`config.mk`:
```
export PLATFORM = sky130hd
export DESIGN_NAME = gray_qam_psk_symbol_mapper_unit
export DESIGN_NICKNAME = d
export VERILOG_FILES = /design/src/rtl/core/gqpm_pkg.sv /design/src/rtl/core/gqpm_qam_map.sv /design/src/rtl/core/gqpm_psk_map.sv /design/src/rtl/core/gray_qam_psk_symbol_mapper_unit.sv
export SDC_FILE = /design/constraint.sdc
export NUM_CORES = 1
export LEC_CHECK = 0
export BUFFER_PORTS_ARGS = -buffer_cell sky130_fd_sc_hd__buf_2
export CAP_MARGIN = 20
export CELL_PAD_IN_SITES_DETAIL_PLACEMENT = 1
export CELL_PAD_IN_SITES_GLOBAL_PLACEMENT = 1
export CORE_MARGIN = 3
export CORE_UTILIZATION = 47
export DETAILED_ROUTE_END_ITERATION = 12
export PLACE_DENSITY_LB_ADDON = 0.12
export SYNTH_ARGS = -nofsm -noshare
export SYNTH_HDL_FRONTEND = slang
export SYNTH_SLANG_ARGS = --single-unit
export TNS_END_PERCENT = 1
```
`constraint.sdc`:
```
create_clock -name clk -period 9 [get_ports clk]
set_clock_uncertainty 0.2 [all_clocks]
set_input_delay 1.8 -clock clk [delete_from_list [all_inputs] [get_ports clk]]
set_output_delay 1.8 -clock clk [all_outputs]
set_load 0.01 [all_outputs]
```
`src/rtl/core/gqpm_pkg.sv`:
```
`default_nettype none

package gqpm_pkg;

	// fixed field widths
	localparam int SYM_W       = 8;
	localparam int BITS_W      = 4;
	localparam int CFG_INDEX_W = 1;
	localparam int CFG_DATA_W  = 4;

	// parameter defaults
	localparam int MAX_BITS_DEF     = 8;
	localparam int SAMPLE_WIDTH_DEF = 16;

	// register reset values
	localparam logic [BITS_W-1:0] BITS_RESET = 4'd4;

	// configuration register indexes
	typedef enum logic [CFG_INDEX_W-1:0] {
		CFG_MODULATION_KIND = 1'b0,
		CFG_BITS_PER_SYMBOL = 1'b1
	} cfg_reg_t;

	// modulation selection
	typedef enum logic {
		MOD_QAM = 1'b0,
		MOD_PSK = 1'b1
	} mod_kind_t;

	// mapping request handed to both mappers
	typedef struct packed {
		logic [SYM_W-1:0]  symbol;
		logic [BITS_W-1:0] bits;
	} map_req_t;

	// q30 coefficients of the odd sine polynomial
	localparam longint unsigned COEF1 = 64'd1686629713;
	localparam longint unsigned COEF3 = 64'd693598668;
	localparam longint unsigned COEF5 = 64'd85569306;
	localparam longint unsigned COEF7 = 64'd5026995;
	localparam longint unsigned COEF9 = 64'd172272;

	// sine magnitude of a first-quadrant q30 angle, scaled to fs and clamped
	function automatic longint unsigned sine_mag(input longint unsigned x,
		input longint unsigned fs);
		longint unsigned x2;
		longint unsigned t;
		longint unsigned s;
		longint unsigned mag;
		x2 = (x * x) >> 30;
		t = COEF9;
		t = COEF7 - ((x2 * t) >> 30);
		t = COEF5 - ((x2 * t) >> 30);
		t = COEF3 - ((x2 * t) >> 30);
		t = COEF1 - ((x2 * t) >> 30);
		s = (x * t) >> 30;
		mag = (s * fs + (64'd1 << 29)) >> 30;
		if (mag > fs) begin
			mag = fs;
		end
		return mag;
	endfunction

endpackage

`default_nettype wire

```
`src/rtl/core/gqpm_qam_map.sv`:
```
`default_nettype none

module gqpm_qam_map #(
	parameter int MAX_BITS     = gqpm_pkg::MAX_BITS_DEF,
	parameter int SAMPLE_WIDTH = gqpm_pkg::SAMPLE_WIDTH_DEF
) (
	input  var gqpm_pkg::map_req_t           req,
	output logic signed [SAMPLE_WIDTH-1:0]   in_level,
	output logic signed [SAMPLE_WIDTH-1:0]   quad_level
);

	localparam int HALF_MAX  = MAX_BITS / 2;
	localparam int HALF_W    = HALF_MAX;
	localparam int IDX_W     = HALF_MAX + 1;
	localparam int ROM_DEPTH = 1 << IDX_W;
	localparam longint FS    = (longint'(1) << (SAMPLE_WIDTH - 1)) - 1;

	// prefix xor from the msb down
	function automatic logic [HALF_W-1:0] gray_decode(input logic [HALF_W-1:0] g);
		logic [HALF_W-1:0] v;
		v = g;
		for (int i = HALF_W - 2; i >= 0; i--) begin
			v[i] = v[i+1] ^ g[i];
		end
		return v;
	endfunction

	logic signed [SAMPLE_WIDTH-1:0] lvl_rom [ROM_DEPTH];
	logic [2:0]                     half;
	logic [gqpm_pkg::SYM_W-1:0]     row_full;
	logic [gqpm_pkg::SYM_W-1:0]     col_mask;
	logic [HALF_W-1:0]              row;
	logic [HALF_W-1:0]              col;
	logic [IDX_W-1:0]               base;
	logic [IDX_W-1:0]               row_idx;
	logic [IDX_W-1:0]               col_idx;

	// level table, one segment per order, segment base is 2^half
	assign lvl_rom[0] = '0;
	assign lvl_rom[1] = '0;
	for (genvar h = 1; h <= HALF_MAX; h++) begin : g_order
		for (genvar k = 0; k < (1 << h); k++) begin : g_level
			localparam longint D    = (longint'(1) << h) - 1;
			localparam longint TWOK = 2 * k;
			localparam bit     NEG  = TWOK < D;
			localparam longint DIFF = NEG ? (D - TWOK) : (TWOK - D);
			localparam longint MAG  = (2 * DIFF * FS + D) / (2 * D);
			localparam longint VAL  = NEG ? -MAG : MAG;
			assign lvl_rom[(1 << h) + k] = SAMPLE_WIDTH'(VAL);
		end
	end

	// split the symbol into gray coded row and column
	assign half     = req.bits[gqpm_pkg::BITS_W-1:1];
	assign row_full = req.symbol >> half;
	assign col_mask = (gqpm_pkg::SYM_W'(1) << half) - gqpm_pkg::SYM_W'(1);
	assign row      = gray_decode(row_full[HALF_W-1:0]);
	assign col      = gray_decode(HALF_W'(req.symbol & col_mask));

	// table lookup, q axis runs top to bottom
	assign base       = IDX_W'(1) << half;
	assign col_idx    = base + IDX_W'(col);
	assign row_idx    = base + IDX_W'(row);
	assign in_level   = lvl_rom[col_idx];
	assign quad_level = -lvl_rom[row_idx];

endmodule

`default_nettype wire

```
`src/rtl/core/gqpm_psk_map.sv`:
```
`default_nettype none

module gqpm_psk_map #(
	parameter int MAX_BITS     = gqpm_pkg::MAX_BITS_DEF,
	parameter int SAMPLE_WIDTH = gqpm_pkg::SAMPLE_WIDTH_DEF
) (
	input  var gqpm_pkg::map_req_t           req,
	output logic signed [SAMPLE_WIDTH-1:0]   cos_sample,
	output logic signed [SAMPLE_WIDTH-1:0]   sin_sample
);

	localparam int N_W       = MAX_BITS + 1;
	localparam int IDX_W     = MAX_BITS;
	localparam int MAG_W     = SAMPLE_WIDTH - 1;
	localparam int SH_W      = $clog2(MAX_BITS + 1);
	localparam int QUARTER   = 1 << (MAX_BITS - 1);
	localparam int ROM_DEPTH = QUARTER + 1;
	localparam longint unsigned FS = (64'd1 << (SAMPLE_WIDTH - 1)) - 64'd1;

	logic [MAG_W-1:0]                 sin_rom [ROM_DEPTH];
	logic [gqpm_pkg::SYM_W-1:0]       gray;
	logic [SH_W-1:0]                  shamt;
	logic [N_W-1:0]                   phase [2];
	logic signed [SAMPLE_WIDTH-1:0]   sample [2];

	// first quadrant magnitudes, angle grid of 2^(31-MAX_BITS)
	for (genvar i = 0; i < ROM_DEPTH; i++) begin : g_rom
		localparam longint unsigned MAG =
			gqpm_pkg::sine_mag(64'(i) << (31 - MAX_BITS), FS);
		assign sin_rom[i] = MAG_W'(MAG);
	end

	// phase on the finest grid: (2*gray+1) scaled up to MAX_BITS
	assign gray     = req.symbol ^ (req.symbol >> 1);
	assign shamt    = SH_W'(MAX_BITS) - SH_W'(req.bits);
	assign phase[0] = N_W'({gray, 1'b1}) << shamt;
	assign phase[1] = phase[0] + N_W'(QUARTER);

	// quadrant folding, lane 0 sine, lane 1 cosine
	for (genvar l = 0; l < 2; l++) begin : g_lane
		logic [1:0]          quad;
		logic [IDX_W-1:0]    r;
		logic [IDX_W-1:0]    idx;
		logic signed [SAMPLE_WIDTH-1:0] mag;
		assign quad      = phase[l][N_W-1 -: 2];
		assign r         = IDX_W'(phase[l][MAX_BITS-2:0]);
		assign idx       = quad[0] ? (IDX_W'(QUARTER) - r) : r;
		assign mag       = {1'b0, sin_rom[idx]};
		assign sample[l] = quad[1] ? -mag : mag;
	end

	assign sin_sample = sample[0];
	assign cos_sample = sample[1];

endmodule

`default_nettype wire

```
`src/rtl/core/gray_qam_psk_symbol_mapper_unit.sv`:
```
// stages: input register, table lookup, result register
// throughput: one symbol per cycle unless out_ready stalls the result register
// in_ready falls only when both registers hold work and out_ready is low
// reset: asynchronous, active low; clears both valid flags, selects square qam
// and four bits per symbol
`default_nettype none

module gray_qam_psk_symbol_mapper_unit #(
	parameter int MAX_BITS     = gqpm_pkg::MAX_BITS_DEF,
	parameter int SAMPLE_WIDTH = gqpm_pkg::SAMPLE_WIDTH_DEF
) (
	input  logic                                  clk,
	input  logic                                  arst_n,
	input  logic                                  cfg_write,
	input  logic [gqpm_pkg::CFG_INDEX_W-1:0]      cfg_index,
	input  logic [gqpm_pkg::CFG_DATA_W-1:0]       cfg_data,
	input  logic                                  in_valid,
	output logic                                  in_ready,
	input  logic [gqpm_pkg::SYM_W-1:0]            symbol,
	output logic                                  out_valid,
	input  logic                                  out_ready,
	output logic signed [SAMPLE_WIDTH-1:0]        in_phase,
	output logic signed [SAMPLE_WIDTH-1:0]        quadrature,
	output logic                                  invalid
);

	gqpm_pkg::mod_kind_t               kind_q;
	logic [gqpm_pkg::BITS_W-1:0]       bits_q;
	logic [gqpm_pkg::SYM_W-1:0]        sym_s1;
	logic                              valid_s1;
	logic signed [SAMPLE_WIDTH-1:0]    i_s2;
	logic signed [SAMPLE_WIDTH-1:0]    q_s2;
	logic                              inv_s2;
	logic                              valid_s2;
	logic                              adv_s2;
	gqpm_pkg::map_req_t                req;
	logic                              bad;
	logic signed [SAMPLE_WIDTH-1:0]    qam_i;
	logic signed [SAMPLE_WIDTH-1:0]    qam_q;
	logic signed [SAMPLE_WIDTH-1:0]    psk_i;
	logic signed [SAMPLE_WIDTH-1:0]    psk_q;
	logic signed [SAMPLE_WIDTH-1:0]    i_next;
	logic signed [SAMPLE_WIDTH-1:0]    q_next;

	// configuration registers
	always_ff @(posedge clk or negedge arst_n) begin
		if (!arst_n) begin
			kind_q <= gqpm_pkg::MOD_QAM;
			bits_q <= gqpm_pkg::BITS_RESET;
		end else if (cfg_write) begin
			case (gqpm_pkg::cfg_reg_t'(cfg_index))
				gqpm_pkg::CFG_MODULATION_KIND: begin
					kind_q <= gqpm_pkg::mod_kind_t'(cfg_data[0]);
				end
				gqpm_pkg::CFG_BITS_PER_SYMBOL: begin
					bits_q <= cfg_data;
				end
				default: begin
					bits_q <= bits_q;
				end
			endcase
		end
	end

	// handshake: the result register frees up when empty or taken
	assign adv_s2   = !valid_s2 || out_ready;
	assign in_ready = !valid_s1 || adv_s2;

	// input register
	always_ff @(posedge clk or negedge arst_n) begin
		if (!arst_n) begin
			valid_s1 <= 1'b0;
		end else if (in_ready) begin
			valid_s1 <= in_valid;
		end
	end

	always_ff @(posedge clk) begin
		if (in_valid && in_ready) begin
			sym_s1 <= symbol;
		end
	end

	// mappers
	assign req = '{symbol: sym_s1, bits: bits_q};

	gqpm_qam_map #(
		.MAX_BITS     (MAX_BITS),
		.SAMPLE_WIDTH (SAMPLE_WIDTH)
	) u_qam (
		.req        (req),
		.in_level   (qam_i),
		.quad_level (qam_q)
	);

	gqpm_psk_map #(
		.MAX_BITS     (MAX_BITS),
		.SAMPLE_WIDTH (SAMPLE_WIDTH)
	) u_psk (
		.req        (req),
		.cos_sample (psk_i),
		.sin_sample (psk_q)
	);

	// range checks and result selection
	assign bad = (bits_q == '0)
		|| (bits_q > gqpm_pkg::BITS_W'(MAX_BITS))
		|| ((sym_s1 >> bits_q) != '0)
		|| ((kind_q == gqpm_pkg::MOD_QAM) && bits_q[0]);

	always_comb begin
		i_next = '0;
		q_next = '0;
		if (!bad) begin
			case (kind_q)
				gqpm_pkg::MOD_QAM: begin
					i_next = qam_i;
					q_next = qam_q;
				end
				gqpm_pkg::MOD_PSK: begin
					i_next = psk_i;
					q_next = psk_q;
				end
				default: begin
					i_next = '0;
					q_next = '0;
				end
			endcase
		end
	end

	// result register
	always_ff @(posedge clk or negedge arst_n) begin
		if (!arst_n) begin
			valid_s2 <= 1'b0;
		end else if (adv_s2) begin
			valid_s2 <= valid_s1;
		end
	end

	always_ff @(posedge clk) begin
		if (adv_s2 && valid_s1) begin
			i_s2   <= i_next;
			q_s2   <= q_next;
			inv_s2 <= bad;
		end
	end

	assign out_valid  = valid_s2;
	assign in_phase   = i_s2;
	assign quadrature = q_s2;
	assign invalid    = inv_s2;

endmodule

`default_nettype wire

```
**Yosys cells after proc, flatten, opt, wreduce, memory -nomap -nowiden**

Memory sizes are Yosys's and may differ from the RTL's.
Index checks and enable logic that the tools add are counted.

- Multiplexer cells: 14
- Bitwise logic cells: 14
- Shift operators: 5
- Magnitude comparators: 5
- Reduce and logical (&&, ||, !) cells: 14
- Add/sub/neg operators: 10

Operators with widths:

| kind | number |
|---|---|
| 2-to-1 mux 16 bit | 6 |
| case mux 16 bit (2 select lines) | 2 |
| 2-to-1 mux 15 bit | 4 |
| negation 15 -> 16 bit | 2 |
| >= comparator 9 bit, second input constant | 2 |
| inverter 8 -> 9 bit | 2 |
| 2-to-1 mux 8 bit | 2 |
| negation 16 bit | 1 |
| subtractor 8 x 7 -> 8 bit, first input constant | 2 |
| >= comparator 6 bit, second input constant | 2 |
| inverter 5 -> 6 bit | 2 |
| adder 5 x 4 -> 5 bit | 2 |
| adder 9 x 8 -> 9 bit, second input constant | 1 |
| << shifter 9 x 4 -> 9 bit | 1 |
| nonzero test 8 bit | 1 |
| >> shifter 8 x 3 -> 4 bit | 1 |
| >> shifter 8 x 4 -> 8 bit | 1 |
| bitwise XOR 8 x 7 -> 8 bit | 1 |
| bitwise XOR 1 bit | 6 |
| logical OR 1 bit | 5 |
| << shifter 1 x 3 -> 5 bit, first input constant | 1 |
| AND 4 bit | 1 |
| greater-than comparator 4 bit, second input constant | 1 |
| logical NOT 4 bit | 1 |
| other kinds (7) | 12 |

- Output and inout bits: 35
- Bits in read-only memories: 8704
- Register bits after elaboration: 48
- Word-level logic and storage cells: 74
- Memories kept: 4

Memory list:

| name | words | bits a word | read ports | clocked after Yosys merged registers in | write ports | RTL line | RTL |
|---|---|---|---|---|---|---|---|
| (name not given) | 256 | 15 | 1 | 0 | 0 | gqpm_psk_map.sv:48 | `assign mag = {1'b0, sin_rom[idx]};` |
| (name not given) | 256 | 15 | 1 | 0 | 0 | gqpm_psk_map.sv:48 |  |
| (name not given) | 32 | 16 | 1 | 0 | 0 | gqpm_qam_map.sv:64 | `assign in_level = lvl_rom[col_idx];` |
| (name not given) | 32 | 16 | 1 | 0 | 0 | gqpm_qam_map.sv:65 | `assign quad_level = -lvl_rom[row_idx];` |

**Depth between registers and ports, before layout**

- Depth in word-level cells: 12
- Gate-level depth with buffers: 34
- Depth with buffers taken out: 26

**Hierarchy**

From an unflattened synthesis, not the netlist that was laid out.

- Cell total of the unflattened synthesis: 1616
- Area, all modules: 11922.7 um^2

Modules (own cells, without submodules):

| module | times used | area each (um^2) | sequential area each (um^2) | cells each |
|---|---|---|---|---|
| gqpm_psk_map | 1 | 7693.6 | 0.0 | 1199 |
| gray_qam_psk_symbol_mapper_unit | 1 | 2413.6 | 1407.6 | 151 |
| gqpm_qam_map | 1 | 1815.5 | 0.0 | 266 |

**Worst setup path after synthesis**

Ideal clock, no wire load.

- Kind: register to register
- Start point: register bits_q[0] in the netlist's numbering
- End point: register i_s2[14], in the netlist in_phase[14] (data pin)
- Stages on the path, launching flop included: 35
- Setup time: 168 ps
- Arrival time: 7078 ps
- Clock period less this slack: 7446 ps
- Path slack: 1554 ps
- Cells stage by stage: dfrtp_1 buf_6 buf_2 inv_2 ha_1 xnor2_2 nor3_4 buf_2 nand2_1 clkbuf_1 buf_1 ha_1 inv_1 a211oi_1 a22oi_4 o31ai_4 nor2_2 inv_2 buf_6 buf_2 buf_1 ha_1 nand2_1 and3_1 o21ai_0 a21oi_1 nor2_1 ha_1 inv_1 a31oi_1 nand4_1 or4b_4 o41ai_2 xnor2_1 a221oi_2

- Cells in the longest elaborated chain, start to end: 12
- Elaborated cells between the ends (all ways): 20
- Those cells by class: 4 x add/sub; 1 x order compare; 2 x shift; 5 x mux; 1 x bitwise; 6 x reduce/logical; 1 x memory

Ends and longest elaborated chain:

| element | RTL line | RTL |
|---|---|---|
| start, declared | gray_qam_psk_symbol_mapper_unit.sv:28 | `logic [gqpm_pkg::BITS_W-1:0] bits_q;` |
| start signal, assigned | gray_qam_psk_symbol_mapper_unit.sv:49 | `bits_q <= gqpm_pkg::BITS_RESET;` |
| start signal, assigned | gray_qam_psk_symbol_mapper_unit.sv:56 | `bits_q <= cfg_data;` |
| start signal, assigned | gray_qam_psk_symbol_mapper_unit.sv:59 | `bits_q <= bits_q;` |
| subtractor 4 bit | gqpm_psk_map.sv:35 | `assign shamt = SH_W'(MAX_BITS) - SH_W'(req.bits);` |
| << shifter 9 x 4 -> 9 bit | gqpm_psk_map.sv:36 | `assign phase[0] = N_W'({gray, 1'b1}) << shamt;` |
| adder 9 x 8 -> 9 bit | gqpm_psk_map.sv:37 | `assign phase[1] = phase[0] + N_W'(QUARTER);` |
| subtractor 8 x 7 -> 8 bit | gqpm_psk_map.sv:47 | `assign idx = quad[0] ? (IDX_W'(QUARTER) - r) : r;` |
| 2-to-1 mux 8 bit | gqpm_psk_map.sv:47 |  |
| inverter 8 -> 9 bit (implied by the code) | gqpm_psk_map.sv:48 |  |
| memory read (256 x 15 bit) | -- |  |
| 2-to-1 mux 15 bit (implied by the code) (2 in series) | gqpm_psk_map.sv:48 |  |
| negation 15 -> 16 bit | gqpm_psk_map.sv:49 | `assign sample[l] = quad[1] ? -mag : mag;` |
| 2-to-1 mux 16 bit | gqpm_psk_map.sv:49 |  |
| case mux 16 bit (2 select lines) | gray_qam_psk_symbol_mapper_unit.sv:115 | `case (kind_q)` |
| end signal, assigned | gray_qam_psk_symbol_mapper_unit.sv:143 | `i_s2 <= i_next;` |
| end, declared | gray_qam_psk_symbol_mapper_unit.sv:31 | `logic signed [SAMPLE_WIDTH-1:0] i_s2;` |

Parallel ways exist; a longest one is shown, timed or not. The select of a mux whose other input is x is not followed.
A chain may end at the register's enable or synchronous reset.

**Final worst setup path**

- Start point: register bits_q[1] in the netlist's numbering
- End point: register i_s2[10], in the netlist in_phase[10] (data pin)

- Cells in the longest elaborated chain, start to end: 12
- Elaborated cells between the ends (all ways): 31
- Those cells by class: 6 x add/sub; 1 x order compare; 4 x shift; 7 x mux; 6 x bitwise; 5 x reduce/logical; 2 x memory

Ends and longest elaborated chain:

| element | RTL line |
|---|---|
| subtractor 4 bit or << shifter 1 x 3 -> 4 bit (tied branches) | gqpm_psk_map.sv:35, gqpm_qam_map.sv:56 |
| << shifter 9 x 4 -> 9 bit or subtractor 4 x 2 -> 4 bit (tied branches) | gqpm_psk_map.sv:36, gqpm_qam_map.sv:56 |
| adder 9 x 8 -> 9 bit or AND 4 bit (tied branches) | gqpm_psk_map.sv:37, gqpm_qam_map.sv:58 |
| subtractor 8 x 7 -> 8 bit or bitwise XOR 1 bit (tied branches) | gqpm_psk_map.sv:47, gqpm_qam_map.sv:23 |
| 2-to-1 mux 8 bit or bitwise XOR 1 bit (tied branches) | gqpm_psk_map.sv:47, gqpm_qam_map.sv:23 |
| inverter 8 -> 9 bit (implied by the code) or bitwise XOR 1 bit (tied branches) | gqpm_psk_map.sv:48, gqpm_qam_map.sv:23 |
| memory read (256 x 15 bit) or adder 5 x 4 -> 5 bit (tied branches) | -- |
| 2-to-1 mux 15 bit (implied by the code) or inverter 5 -> 6 bit (tied branches) | gqpm_psk_map.sv:48, gqpm_qam_map.sv:64 |
| 2-to-1 mux 15 bit (implied by the code) or memory read (32 x 16 bit) (tied branches) | -- |
| negation 15 -> 16 bit or 2-to-1 mux 16 bit (tied branches) | gqpm_psk_map.sv:49, gqpm_qam_map.sv:64 |
| 2-to-1 mux 16 bit (on tied branches) | gqpm_psk_map.sv:49, gqpm_qam_map.sv:64 |
| case mux 16 bit (2 select lines) | gray_qam_psk_symbol_mapper_unit.sv:115 |

Parallel ways exist; a longest one is shown, timed or not. The select of a mux whose other input is x is not followed.

==> impl_metrics.json <==
{
  "maxCapViolations": 0,
  "track_usage_pct": 42.2,
  "comb_power_share_pct": 90.3,
  "ir_worst_vdd_mv": 0.165,
  "cts_tree": "yes",
  "cts_sinks": 48,
  "worst_pin_slew_ps": 1260,
  "grt_pass1_vias": 14682,
  "num_vias": 14907,
  "die_x_microns": 163,
  "insertion_delay_ps": 310,
  "synth-seq-cells": 48,
  "p_clk_share_pct": 4.1,
  "cts_setup_buffers": 0,
  "gp_congestion": 1.05,
  "wl_mm": 57.6,
  "dp.cells": 1921,
  "layout.nets": 1687,
  "fillerInstances": 3094,
  "clock.fmax_ghz": 0.120,
  "pin_count": 53,
  "multi_input_area_sq_mm": 0.00939,
  "finalPower_w": 0.00542,
  "cp_max_fo": 16,
  "wire_per_inst_microns": 29.8,
  "power.share.sequential_pct": 5.6,
  "netlist_area_sq_mm": 0.0116,
  "min_period_ps": 8320,
  "drtPass1Iterations": 6,
  "swShare_pct": 64.4,
  "cts_buffers": 5,
  "ys_types": 109,
  "fin_crit_sh_pct": 92.5,
  "syn_avg_cell_area_sq_um": 7.01,
  "async_reset_ff_share_pct": 14.6,
  "yosys_warnings": 0,
  "cp.arrival_ps": 8160,
  "cts.path.max_buffers": 2,
  "p_switching_w": 0.00349,
  "crit_path_end_kind": "flop",
  "antenna_found_initial": 1,
  "port_buffers": 52,
  "hold_class": "reg2reg",
  "path_clk_slew_ps": 70,
  "fp.dieH_microns": 163,
  "finalSetupTns_ps": 0,
  "critPathRequiredTime_ps": 8840,
  "maxSlewHeadroom_pct": 15.8,
  "rows": 56,
  "startpoint_type": "flop",
  "ys.flop_type": "edfxtp_1",
  "dpl.hpwl_mm": 42.1,
  "overflow": 0,
  "core_sq_mm": 0.0239,
  "path_class": "reg2reg",
  "drcViolationCount": 0,
  "syn_inst": 1655,
  "cts_root_buf": "clkbuf_16",
  "hold_violations": 0,
  "fin_cells": 1931,
  "start_util_pct": 48.5,
  "antenna_cells": 0,
  "leakagePower_nw": 4.47,
  "utilization_pct": 51.1,
  "finalMaxSlewViolations": 0,
  "die-area_sq_mm": 0.0266,
  "synth_area_leaders": "edfxtp_1 11%, a21oi_1 7.4%, ha_1 6.0%",
  "vias_per_cell": 7.72,
  "p_int_w": 0.00193,
  "syn_nets": 1731,
  "ys_seq_area_share_pct": 12.1,
  "ant_nets": 0,
  "hold_ws_ps": 301,
  "h-tree-depth": 2,
  "layout-drive-gt1-share_pct": 11.8,
  "seq_area_sq_mm": 0.00141,
  "grt_pass1_wl_mm": 88.3,
  "syn2layout_area_growth_pct": 5.29,
  "status": "finished clean",
  "rsz0062_at_grt": "false",
  "drtIter0Drc": 2219,
  "cts_resized": 0,
  "netlist.top_cell.by_area": "edfxtp_1",
  "holdBufCountCts": 0,
  "grt_start_max_net_pins": 44,
  "synth_top_area_share_pct": 10.6,
  "power.density_mw_per_mm2": 444,
  "synth_edf_count": 41,
  "setup_viol": 0
}
## cell usage after synthesis, types with 10 or more instances
library cell	count
o21ai_0	112
nand4_1	14
a211o_1	13
a221oi_1	20
o22ai_1	19
o31ai_1	27
o21ai_1	14
mux2i_1	25
a311oi_1	17
o32ai_1	15
xor2_1	22
nor2_1	149
inv_1	37
xnor2_1	36
ha_1	56
a21oi_1	172
clkbuf_1	92
a22oi_1	10
nor3_1	68
o311ai_0	10
or3_1	15
a21o_1	14
a211oi_1	60
o211ai_1	42
nand3_1	38
nor4_1	21
nand2b_1	13
nand2_1	144
buf_1	10
edfxtp_1	41
and3_1	11
mux2_2	10
buf_2	50
a31oi_1	29
o221ai_1	15
## flip-flops by register name, indices dropped and copies added, names as in the netlist
register	count
sym_s1	8
valid_s1	1
invalid	1
kind_q	1
out_valid	1
bits_q	4
in_phase	16
quadrature	16
## cells by family after synthesis
group | count (synthesis) | share of synthesized area (%)
and+or+nand+nor | 527 | 21.8
adders and majority gates | 58 | 6.39
DFF | 48 | 12.1
muxes | 40 | 3.95
AOI/OAI and AO/OA | 720 | 43.5
buffers and inverters | 201 | 7.41
xor gates and xnor gates | 61 | 4.80
## routing by layer
| metal | GRT usage, % | share of wire [%] | vias to the layer above | wire length, microns |
|---|---|---|---|---|
| met5 | 0 | 0.023 | - | 13 |
| met4 | 22.6 | 6.5 | 2 | 3750 |
| met3 | 8.50 | 11 | 296 | 6160 |
| met2 | 66.2 | 44 | 1125 | 25400 |
| met1 | 54.6 | 39 | 7134 | 22400 |
| li1 | - | - | 6350 | - |
## area by class of cell
type	instances	share of cell area [%]
clock buffers	5	1.02
well taps	319	3.27
repair buffers	109	5.70
inverters	41	1.26
multi-input cells	1406	76.9
clock inverters	3	0.348
flip-flops and latches	48	11.5
## power by group through the flow
| stage | Sequential [W] | Clock (W) | Combinational [W] |
|---|---|---|---|
| CTS | 0.000302 | 0.000224 | 0.00465 |
| global placement | 0.000305 | 0 | 0.00456 |
| detailed placement | 0.000307 | 0 | 0.00462 |
| finish | 0.000302 | 0.000223 | 0.00489 |
| floorplan | 0.000302 | 0 | 0.00320 |
| global route | 0.000306 | 0.000231 | 0.00514 |
## critical path, cell delays in order (launching register included)
cell and delay [ps]:
dfrtp_1 700, inv_1 250, ha_1 310, xnor2_2 240, nor3_4 610, nand2_1 200, ha_1 520, inv_1 170
a21oi_1 280, o21bai_1 160, buf_4 240, ha_1 580, inv_1 420, nor3_1 650, a21oi_1 150, a22oi_1 230
a21oi_1 150, nor2_1 170, ha_1 200, inv_1 70, a31oi_1 160, nand4_1 120, or4b_4 550, o41ai_1 410
xor2_1 230, a21oi_1 90
## metrics by stage
stage / cell area, sq um / setup slack (ps)
2_1_floorplan: 11600 / 1550
5_1_grt: 12200 / 329
6_report: 12200 / 677
3_5_place_dp: 12000 / 984
3_3_place_gp: 12000 / 1500
4_1_cts: 12200 / 961
## final timing paths
| path | to | start | depth (start not counted) | slack (ps) |
|---|---|---|---|---|
| max in group asynchronous | bits_q[2]$_DFFE_PN1P_ | arst_n | 1 | 7260 |
| hold / removal | out_valid$_DFFE_PN0P_ | valid_s1$_DFFE_PN0N_ | 1 | 300 |
| min in group asynchronous | out_valid$_DFFE_PN0P_ | arst_n | 1 | 1110 |
| setup / recovery | in_phase[10]$_SDFFCE_PP0P_ | bits_q[1]$_DFFE_PN0P_ | 25 | 680 |
| setup reg to reg | in_phase[10]$_SDFFCE_PP0P_ | bits_q[1]$_DFFE_PN0P_ | 25 | 680 |
| hold reg to reg | out_valid$_DFFE_PN0P_ | valid_s1$_DFFE_PN0N_ | 1 | 300 |
## placed cells by master (no fill, tap or decap), types with 17 or more instances in the layout
cell type and count:
nor4_1 21, nor2_1 148, xor2_1 22, a31oi_1 29, nor3_1 68, mux2i_1 25
edfxtp_1 41, o21ai_0 111, a311oi_1 17, ha_1 56, nand2_1 144, buf_4 55
a21oi_1 171, a221oi_1 20, o31ai_1 26, xnor2_1 35, buf_2 52, a211oi_1 60
o211ai_1 42, o22ai_1 19, nand3_1 38, inv_1 37
No activity file was read; power rests on OpenSTA's default activity.
